===== config.mk =====
export PLATFORM = sky130hd
export DESIGN_NAME = sihf_ram
export DESIGN_NICKNAME = d
export VERILOG_FILES = /design/src/sihf_ram.sv
export SDC_FILE = /design/constraint.sdc
export NUM_CORES = 1
export LEC_CHECK = 0
export BUFFER_PORTS_ARGS = -buffer_cell sky130_fd_sc_hd__buf_2
export CORE_MARGIN = 4
export CORE_UTILIZATION = 25
export CTS_BUF_LIST = sky130_fd_sc_hd__clkbuf_16
export DETAILED_ROUTE_END_ITERATION = 10
export PLACE_DENSITY = 0.42
export REMOVE_ABC_BUFFERS = 1
export SETUP_SLACK_MARGIN = 0.2
export SYNTH_ARGS = -nofsm -noshare
export SYNTH_HDL_FRONTEND = slang
export SYNTH_SLANG_ARGS = --single-unit

===== constraint.sdc =====
create_clock -name clock -period 2.1 [get_ports clock]
set_clock_uncertainty 0.05 [all_clocks]
set_input_delay 0.105 -clock clock [delete_from_list [all_inputs] [get_ports clock]]
set_output_delay 0.105 -clock clock [all_outputs]
set_load 0.02 [all_outputs]

===== src/sihf_ram.sv =====
// ----------------------------------------------------------------------------
// sihf_ram
// Generic single-write, single-read synchronous RAM with registered read.
// ----------------------------------------------------------------------------
module sihf_ram #(
   parameter int WIDTH = 8,
   parameter int DEPTH = 16
) (
   input  logic                                        clock,
   input  logic                                        wr_en,
   input  logic [((DEPTH > 1) ? $clog2(DEPTH) : 1)-1:0] wr_addr,
   input  logic [WIDTH-1:0]                            wr_data,
   input  logic                                        rd_en,
   input  logic [((DEPTH > 1) ? $clog2(DEPTH) : 1)-1:0] rd_addr,
   output logic [WIDTH-1:0]                            rd_data
);

   logic [WIDTH-1:0] mem_ff [DEPTH];
   logic [WIDTH-1:0] rd_data_ff;

   always_ff @(posedge clock) begin
      if (wr_en) begin
         mem_ff[wr_addr] <= wr_data;
      end
      if (rd_en) begin
         rd_data_ff <= mem_ff[rd_addr];
      end
   end

   assign rd_data = rd_data_ff;

endmodule


# Word level (Yosys, flattened, before mapping)
# Memories as Yosys holds them, arrays and structs flattened. A register that Yosys moved wholly into a read port is not among the register bits.
# Index checks and enable logic that the tools add are counted.
# totals
regBits	0
mem_bits_rw	128
in_bits	19
out_inout_bits	8
wordCells	3
memories	1
# op_classes
n_mux	2
# mem_list
name	depth	width	read_ports	rd_clocked_by_memory_dff	wr	line	rtl
mem_ff	16	8	1	1	1	18	logic [WIDTH-1:0] mem_ff [DEPTH];
# op_table
cell	n
two-way mux 1 bit	2

# Depth between registers and ports, before layout
# Gate-level depths: netlist of the first run.
# depth
depth_word	2
mapped_depth	5
ltp_nobuf	3

# Worst setup path before layout of the first run
# No wires, ideal clock.
# synth_timing
path_kind	input to register
startpoint	input wr_addr[2] (netlist bit)
endpoint	memory mem_ff[0][0], enable pin
setup_ns	0.383
t_arrival_ns	1.215
required_time_ns	1.667
slack_ns	0.452
path_stages	2
path_buffers	0
path_cell_list	or3b_2 > nor3_1
# synth_lines
element	line	rtl
from (decl)	11	input logic [((DEPTH > 1) ? $clog2(DEPTH) : 1)-1:0] wr_addr,
to (decl)	18	
# Straight into the memory's write port.

==> flow_results.xml, run 1 <==
<?xml version="1.0" encoding="UTF-8"?>
<metrics>
  <group name="timing">
    <metric name="worst_pin_slew" unit="ps">633</metric>
    <metric name="max_freq" unit="MHz">647</metric>
    <metric name="min_period_over_period" unit="%">73.6</metric>
    <metric name="timing.setup.tns" unit="ps">0</metric>
    <metric name="worst_hold_slack" unit="ps">25.5</metric>
    <metric name="relative_slew_margins" unit="%">57.7</metric>
    <metric name="timing_max_transition_violations_final" unit="">0</metric>
    <metric name="unrepaired_setup_endpoints_after_global_routing" unit="">no</metric>
    <metric name="crit_path_time_final" unit="ps">1550</metric>
    <metric name="timing.final.setup_violations" unit="">0</metric>
    <metric name="finalWorstSetupSlack" unit="ps">554</metric>
    <metric name="final-hold-violation-count" unit="">0</metric>
  </group>
  <group name="floorplanning">
    <metric name="initial_utilization" unit="%">25.6</metric>
    <metric name="floorplan.die.width" unit="um">153</metric>
    <metric name="floorplan.core_area" unit="mm2">0.0204</metric>
    <metric name="die-area" unit="mm2">0.0233</metric>
    <metric name="die_y" unit="um">153</metric>
    <metric name="fp-row-count" unit="">52</metric>
    <metric name="design.portCount" unit="">27</metric>
  </group>
  <group name="critical_path">
    <metric name="worst_path_dominant_cell_family" unit="">multiplexers</metric>
    <metric name="critical-path-slowest-cell" unit="">sky130_fd_sc_hd__mux4_2</metric>
    <metric name="worst_r2r_path_depth" unit="">3</metric>
    <metric name="crit_chain" unit="">mux4_2 -&gt; a22oi_1 -&gt; nand2_1</metric>
    <metric name="crit_path_start_kind" unit="">flip-flop</metric>
    <metric name="worstPathRequired" unit="ps">2200</metric>
    <metric name="rr_startpoint" unit="">mem_ff[3][7]$_DFFE_PP_</metric>
    <metric name="critPathKind" unit="">reg2reg</metric>
    <metric name="worstPathArrival" unit="ps">1650</metric>
    <metric name="critical_path_buf_inv_count" unit="">0</metric>
    <metric name="r2r_end" unit="">rd_data[7]$_DFFE_PP_</metric>
    <metric name="worst_setup_path_end_kind" unit="">flip-flop</metric>
    <metric name="flop2flop_setup_slack" unit="ps">550</metric>
    <metric name="crit_fanout" unit="">1</metric>
    <metric name="critical_path.max_stage_delay" unit="ps">470</metric>
  </group>
  <group name="final_layout">
    <metric name="finalNonFillerCells" unit="">570</metric>
    <metric name="areaGrowthSynthToFinish" unit="%">21.3</metric>
    <metric name="final_nets" unit="">309</metric>
    <metric name="antenna_cells_inserted" unit="">0</metric>
    <metric name="layout.cells.most_common" unit="">sky130_fd_sc_hd__edfxtp_1</metric>
    <metric name="final_layout_size_suffix_gt1_share" unit="%">30.3</metric>
    <metric name="most-common-layout-cells" unit="">sky130_fd_sc_hd__edfxtp_1, sky130_fd_sc_hd__buf_2, sky130_fd_sc_hd__buf_4, sky130_fd_sc_hd__mux4_2, sky130_fd_sc_hd__clkbuf_16</metric>
  </group>
  <group name="clock_network">
    <metric name="cts.hold.buffers_added" unit="">0</metric>
    <metric name="clk_transition_reported_paths" unit="ps">50</metric>
    <metric name="cts_root_buffer" unit="">sky130_fd_sc_hd__clkbuf_16</metric>
    <metric name="cts_htree_levels" unit="">4</metric>
    <metric name="cts-resized-gates" unit="">0</metric>
    <metric name="tritoncts_num_sinks" unit="">136</metric>
    <metric name="post_cts.repair.setup_buffers" unit="">0</metric>
    <metric name="tritoncts" unit="">built</metric>
    <metric name="tritoncts.num_buffers" unit="">17</metric>
    <metric name="insertion_delay" unit="ps">410</metric>
    <metric name="clk_path_buf_depth" unit="">2</metric>
  </group>
  <group name="synthesis">
    <metric name="ys_seq_area_share" unit="%">78.1</metric>
    <metric name="synth_area" unit="mm2">0.00523</metric>
    <metric name="instance_count_of_the_mapped_netlist" unit="">229</metric>
    <metric name="syn_area_per_cell" unit="um2">22.8</metric>
    <metric name="post_synthesis_sequential_element_count" unit="">136</metric>
    <metric name="yosysUniqueCellTypes" unit="">18</metric>
    <metric name="synth_warnings" unit="">0</metric>
  </group>
  <group name="route">
    <metric name="detailedRoute.firstPassIterationCount" unit="">4</metric>
    <metric name="drt_wl_total" unit="um">11400</metric>
    <metric name="drtAntennaViolNets" unit="">0</metric>
    <metric name="routed-via-count" unit="">2488</metric>
    <metric name="drt-vias-per-instance" unit="">4.36</metric>
    <metric name="detailedRoute.firstIterationViolations" unit="">184</metric>
    <metric name="avgRoutedWirePerCell" unit="um">20.0</metric>
    <metric name="drc" unit="">0</metric>
  </group>
  <group name="min_path">
    <metric name="holdCritStartpoint" unit="">wr_data[1]</metric>
    <metric name="worst_hold_path.endpoint" unit="">mem_ff[13][1]$_DFFE_PP_</metric>
    <metric name="timing.hold.worst.class" unit="">in2reg</metric>
    <metric name="hold_depth" unit="">1</metric>
  </group>
  <group name="grt">
    <metric name="antenna_violations_before_repair" unit="">0</metric>
    <metric name="grt.total_usage" unit="%">10.3</metric>
    <metric name="largest_net_degree_at_the_start_of_global_routing" unit="">22</metric>
    <metric name="grt_overflow_total" unit="">0</metric>
    <metric name="global_route_wire_length_before_repair" unit="um">17000</metric>
    <metric name="grt_pass1_vias" unit="">2647</metric>
  </group>
  <group name="place">
    <metric name="place.detailed.instances" unit="">541</metric>
    <metric name="gp_congestion" unit="">0.706</metric>
    <metric name="place_ws" unit="ps">281</metric>
    <metric name="place_hpwl" unit="um">7730</metric>
    <metric name="buffer_ports.inserted" unit="">26</metric>
  </group>
  <group name="run">
    <metric name="max_cap_viol_count" unit="">0</metric>
  </group>
  <group name="pwr">
    <metric name="peakVddDrop" unit="V">0.000458</metric>
    <metric name="leakage" unit="nW">2.12</metric>
    <metric name="p_per_area" unit="mW/mm2">931</metric>
  </group>
  <group name="status">
    <metric name="status" unit="">complete, no violations</metric>
  </group>
</metrics>
## through the flow
stage | total power, mW | utilization (%) | area, um2
finish | 5.91 | 31.0 | 6340
global route | 6.17 | 31.0 | 6340
CTS | 5.99 | 31.0 | 6340
detailed placement | 3.45 | 28.6 | 5840
global placement | 3.45 | 28.6 | 5840
floorplan | 3.27 | - | 5140
## cells by family after synthesis
family | after synthesis | synth area share, %
flops | 136 | 78.1
mux | 32 | 14.8
simple gates | 35 | 3.14
compound gates | 16 | 2.30
buf+inv | 10 | 1.65
## sequential cells by signal, indices dropped and copies added, names as in the netlist
signal	flops
rd_data	8
mem_ff	128
## Yosys cell counts, drive strengths merged
cell type      number  area (um2)
a22oi              16         120
and2                1        6.26
and2b               1        7.51
buf                 7        56.3
clkdlybuf4s25       3        30.0
edfxtp            136        4080
mux4               32         773
nand2               9        33.8
nand2b              2        12.5
nand3               1        5.00
nand3b              2        15.0
nor2               13        48.8
nor2b               1        6.26
nor3                4        20.0
or3b                1        8.76
## layer usage
| metal | share of wire, % | GRT usage, % | vias up |
|---|---|---|---|
| met5 | 0 | 0 | - |
| met1 | 47 | 13.7 | 1320 |
| met2 | 48 | 15.8 | 56 |
| met3 | 4.6 | 3.72 | 9 |
| met4 | 0.82 | 3.05 | 0 |
| li1 | - | - | 1103 |
## worst max path at each step
stage	startpoint	to	slack (ps)	cells past startpoint
after global routing	mem_ff[3][7]$_DFFE_PP_	rd_data[7]$_DFFE_PP_	500	3
after CTS	mem_ff[3][7]$_DFFE_PP_	rd_data[7]$_DFFE_PP_	520	3
after floorplan	wr_addr[2]	mem_ff[0][0]$_DFFE_PP_	450	2
after global placement	rd_addr[0]	rd_data[0]$_DFFE_PP_	250	5
final	mem_ff[3][7]$_DFFE_PP_	rd_data[7]$_DFFE_PP_	550	3
after detailed placement	rd_addr[0]	rd_data[7]$_DFFE_PP_	280	5
## cell type report
| cell class | instances | area, um2 |
|---|---|---|
| Clock buffer | 17 | 425 |
| Timing Repair Buffer | 52 | 363 |
| Multi-Input combinational cell | 83 | 1060 |
| Clock inverter | 12 | 73.8 |
| Fill cell | 1992 | 14100 |
| Tap cell | 270 | 338 |
| Sequential cell | 136 | 4080 |
## where the power goes
group | internal (mW) | total [mW] | switching, mW | leakage, nW
Clock | 1.56 | 2.52 | 0.962 | 0.261
Combinational | 0.128 | 0.306 | 0.178 | 0.624
Sequential | 3.06 | 3.08 | 0.0186 | 1.24
Total | 4.75 | 5.91 | 1.16 | 2.12
No activity file was read; power rests on OpenSTA's default activity.
==> run 2: changes to the inputs <==
--- a/config.mk
+++ b/config.mk
@@ -10,7 +10,7 @@
 export CORE_UTILIZATION = 25
 export CTS_BUF_LIST = sky130_fd_sc_hd__clkbuf_16
 export DETAILED_ROUTE_END_ITERATION = 10
-export PLACE_DENSITY = 0.42
+export PLACE_DENSITY = 0.44
 export REMOVE_ABC_BUFFERS = 1
 export SETUP_SLACK_MARGIN = 0.2
 export SYNTH_ARGS = -nofsm -noshare
==> constraint.sdc (replaced) <==
create_clock -name clock -period 1.36 [get_ports clock]
set_clock_uncertainty 0.05 [all_clocks]
set_input_delay 0.068 -clock clock [delete_from_list [all_inputs] [get_ports clock]]
set_output_delay 0.068 -clock clock [all_outputs]
set_load 0.02 [all_outputs]
==> run 2 against run 1 <==
Compared with the run above:
- the flow now finishes with violations (setup timing)
- final cell count increased by 2.8%
- combinational power grew 82%
- setup slack got worse by 690 ps
- largest cell class unchanged
- largest power group unchanged
- flip-flop and latch count unchanged
- critical endpoint unchanged
- first-iteration DRC count shrank 3.3%
- via count increased by 0.92%
- non-clock buffer count up 14
- routed wire length up 0.73%
- clock power up 74%
==> flow_results.xml, run 2 (synthesis results as in run 1) <==
<?xml version="1.0" encoding="UTF-8"?>
<metrics>
  <group name="status">
    <metric name="status" unit="">finished with violations</metric>
    <metric name="failed_checks" unit="">setup timing</metric>
  </group>
  <group name="final_layout">
    <metric name="largest_register_ffs" unit="">128</metric>
    <metric name="final_layout_size_suffix_gt1_share" unit="%">40.8</metric>
    <metric name="final_nets" unit="">323</metric>
    <metric name="multi_input_gate_area_in_the_final_layout" unit="mm2">0.00107</metric>
    <metric name="finalNonFillerCells" unit="">586</metric>
    <metric name="most-common-layout-cells" unit="">sky130_fd_sc_hd__edfxtp_1, sky130_fd_sc_hd__buf_4, sky130_fd_sc_hd__mux4_2, sky130_fd_sc_hd__buf_2, sky130_fd_sc_hd__clkbuf_16</metric>
    <metric name="layout.area.seq" unit="mm2">0.00408</metric>
    <metric name="layout.cells.most_common" unit="">sky130_fd_sc_hd__edfxtp_1</metric>
    <metric name="antenna_cells_inserted" unit="">0</metric>
    <metric name="regMostFlops" unit="">mem_ff</metric>
    <metric name="number_of_inserted_filler_cells_in_the_final_layout" unit="">1975</metric>
    <metric name="areaGrowthSynthToFinish" unit="%">25.7</metric>
    <metric name="post-route-cell-area" unit="mm2">0.00657</metric>
  </group>
  <group name="timing">
    <metric name="max_freq" unit="MHz">668</metric>
    <metric name="crit_path_time_final" unit="ps">1500</metric>
    <metric name="finalWorstSetupSlack" unit="ps">-138</metric>
    <metric name="unrepaired_setup_endpoints_after_global_routing" unit="">yes</metric>
    <metric name="min_period_over_period" unit="%">110</metric>
    <metric name="timing_max_transition_violations_final" unit="">0</metric>
    <metric name="worst_hold_slack" unit="ps">14.6</metric>
    <metric name="worst_pin_slew" unit="ps">934</metric>
    <metric name="relative_slew_margins" unit="%">37.5</metric>
    <metric name="final-hold-violation-count" unit="">0</metric>
    <metric name="timing.final.setup_violations" unit="">8</metric>
  </group>
  <group name="floorplanning">
    <metric name="floorplan.die.width" unit="um">153</metric>
    <metric name="die_y" unit="um">153</metric>
    <metric name="initial_utilization" unit="%">25.6</metric>
    <metric name="floorplan.core_area" unit="mm2">0.0204</metric>
    <metric name="fp-row-count" unit="">52</metric>
    <metric name="design.portCount" unit="">27</metric>
    <metric name="die-area" unit="mm2">0.0233</metric>
  </group>
  <group name="min_path">
    <metric name="hold_depth" unit="">1</metric>
    <metric name="worst_hold_path.endpoint" unit="">mem_ff[11][4]$_DFFE_PP_</metric>
    <metric name="timing.hold.worst.class" unit="">in2reg</metric>
    <metric name="holdCritStartpoint" unit="">wr_data[4]</metric>
  </group>
  <group name="pwr">
    <metric name="power.net_switching" unit="mW">1.90</metric>
    <metric name="p_per_area" unit="mW/mm2">1480</metric>
    <metric name="pwr-share-clk" unit="%">45.2</metric>
    <metric name="peakVddDrop" unit="V">0.000672</metric>
    <metric name="swShare" unit="%">19.6</metric>
    <metric name="intPower" unit="mW">7.80</metric>
    <metric name="fin_total_pwr" unit="mW">9.69</metric>
    <metric name="seq_power_share" unit="%">49.1</metric>
    <metric name="power_frac_comb" unit="%">5.7</metric>
    <metric name="leakage" unit="nW">2.18</metric>
  </group>
  <group name="critical_path">
    <metric name="worst_setup_path_end_kind" unit="">flip-flop</metric>
    <metric name="worstPathArrival" unit="ps">1600</metric>
    <metric name="critPathKind" unit="">reg2reg</metric>
    <metric name="crit_chain" unit="">mux4_2 -&gt; a22oi_2 -&gt; buf_4 -&gt; nand2_4</metric>
    <metric name="r2r_end" unit="">rd_data[7]$_DFFE_PP_</metric>
    <metric name="crit_fanout" unit="">1</metric>
    <metric name="worst_r2r_path_depth" unit="">4</metric>
    <metric name="flop2flop_setup_slack" unit="ps">-140</metric>
    <metric name="worstPathRequired" unit="ps">1470</metric>
    <metric name="worst_path_dominant_cell_family" unit="">multiplexers</metric>
    <metric name="rr_startpoint" unit="">mem_ff[11][7]$_DFFE_PP_</metric>
    <metric name="critical-path-slowest-cell" unit="">sky130_fd_sc_hd__mux4_2</metric>
    <metric name="critical_path.max_stage_delay" unit="ps">480</metric>
    <metric name="critical_path_buf_inv_count" unit="">1</metric>
    <metric name="crit_path_start_kind" unit="">flip-flop</metric>
  </group>
  <group name="grt">
    <metric name="largest_net_degree_at_the_start_of_global_routing" unit="">22</metric>
    <metric name="global_route_wire_length_before_repair" unit="um">17300</metric>
    <metric name="antenna_violations_before_repair" unit="">0</metric>
    <metric name="grt_overflow_total" unit="">0</metric>
    <metric name="grt_pass1_vias" unit="">2767</metric>
    <metric name="grt.total_usage" unit="%">10.3</metric>
  </group>
  <group name="clock_network">
    <metric name="cts_htree_levels" unit="">4</metric>
    <metric name="clk_transition_reported_paths" unit="ps">60</metric>
    <metric name="clk_path_buf_depth" unit="">2</metric>
    <metric name="tritoncts_num_sinks" unit="">136</metric>
    <metric name="cts_root_buffer" unit="">sky130_fd_sc_hd__clkbuf_16</metric>
    <metric name="tritoncts.num_buffers" unit="">17</metric>
    <metric name="insertion_delay" unit="ps">410</metric>
    <metric name="tritoncts" unit="">built</metric>
    <metric name="post_cts.repair.setup_buffers" unit="">0</metric>
  </group>
  <group name="route">
    <metric name="drtAntennaViolNets" unit="">0</metric>
    <metric name="drc" unit="">0</metric>
    <metric name="drt_wl_total" unit="um">11500</metric>
    <metric name="avgRoutedWirePerCell" unit="um">19.6</metric>
    <metric name="drt-vias-per-instance" unit="">4.28</metric>
    <metric name="routed-via-count" unit="">2511</metric>
    <metric name="detailedRoute.firstIterationViolations" unit="">178</metric>
    <metric name="detailedRoute.firstPassIterationCount" unit="">4</metric>
  </group>
  <group name="place">
    <metric name="gp_congestion" unit="">0.725</metric>
    <metric name="place.detailed.instances" unit="">550</metric>
    <metric name="dpl_cell_area" unit="mm2">0.00592</metric>
    <metric name="place_hpwl" unit="um">7560</metric>
    <metric name="buffer_ports.inserted" unit="">26</metric>
  </group>
  <group name="run">
    <metric name="max_cap_viol_count" unit="">0</metric>
  </group>
</metrics>
-- run 2: through the flow --
step | setup slack, ps | utilization [%] | setup TNS, ps
floorplan | -251 | - | -2260
global placement | -390 | 29.0 | -3350
detailed placement | -399 | 29.0 | -3600
CTS | -139 | 32.1 | -776
global route | -166 | 32.2 | -1030
finish | -138 | 32.2 | -521
-- run 2: worst max path at each step --
| stage | startpoint | end | slack (ps) | cells after the start |
|---|---|---|---|---|
| 2_1_floorplan | wr_addr[2] | mem_ff[0][0]$_DFFE_PP_ | -250 | 2 |
| 3_3_place_gp | rd_addr[0] | rd_data[4]$_DFFE_PP_ | -390 | 6 |
| 3_5_place_dp | rd_addr[0] | rd_data[4]$_DFFE_PP_ | -400 | 6 |
| 4_1_cts | mem_ff[11][7]$_DFFE_PP_ | rd_data[7]$_DFFE_PP_ | -140 | 4 |
| 5_1_grt | mem_ff[9][7]$_DFFE_PP_ | rd_data[7]$_DFFE_PP_ | -170 | 4 |
| 6_report | mem_ff[11][7]$_DFFE_PP_ | rd_data[7]$_DFFE_PP_ | -140 | 4 |
-- run 2: worst reg2reg max path, stage by stage, from the launching register on --
cell and delay [ps]:
sky130_fd_sc_hd__edfxtp_1 350, sky130_fd_sc_hd__mux4_2 480, sky130_fd_sc_hd__a22oi_2 180, sky130_fd_sc_hd__buf_4 150, sky130_fd_sc_hd__nand2_4 40
-- run 2: power groups by stage --
stage | clock (mW) | sequential [mW] | combinational, mW
floorplan | 0 | 4.85 | 0.188
global placement | 0 | 4.84 | 0.516
detailed placement | 0 | 4.84 | 0.522
CTS | 4.49 | 4.76 | 0.565
global route | 4.70 | 4.76 | 0.606
finish | 4.38 | 4.76 | 0.556
-- run 2: cell type report --
cell class              instances  area share (%)
flip-flops and latches        136            62.2
clock inverters                14            2.15
well taps                     270            5.14
multi-input cells              83            16.3
clock buffers                  17            6.47
repair buffers                 66            7.79
-- run 2: routing by layer --
metal / track usage (%) / share of wire [%] / vias to the layer above
li1: - / - / 1121
met1: 13.9 / 46 / 1311
met2: 15.8 / 48 / 65
met3: 3.35 / 5.0 / 14
met4: 3.31 / 1.0 / 0
met5: 0 / 0 / -
-- run 2: timing repair --
action                                 CTS  global route
endpoints found under the hold margin   72             0
setup endpoints to repair               11            11
hold buffers                             5             0
pin swaps                               12             2
gates resized for setup                 23             7
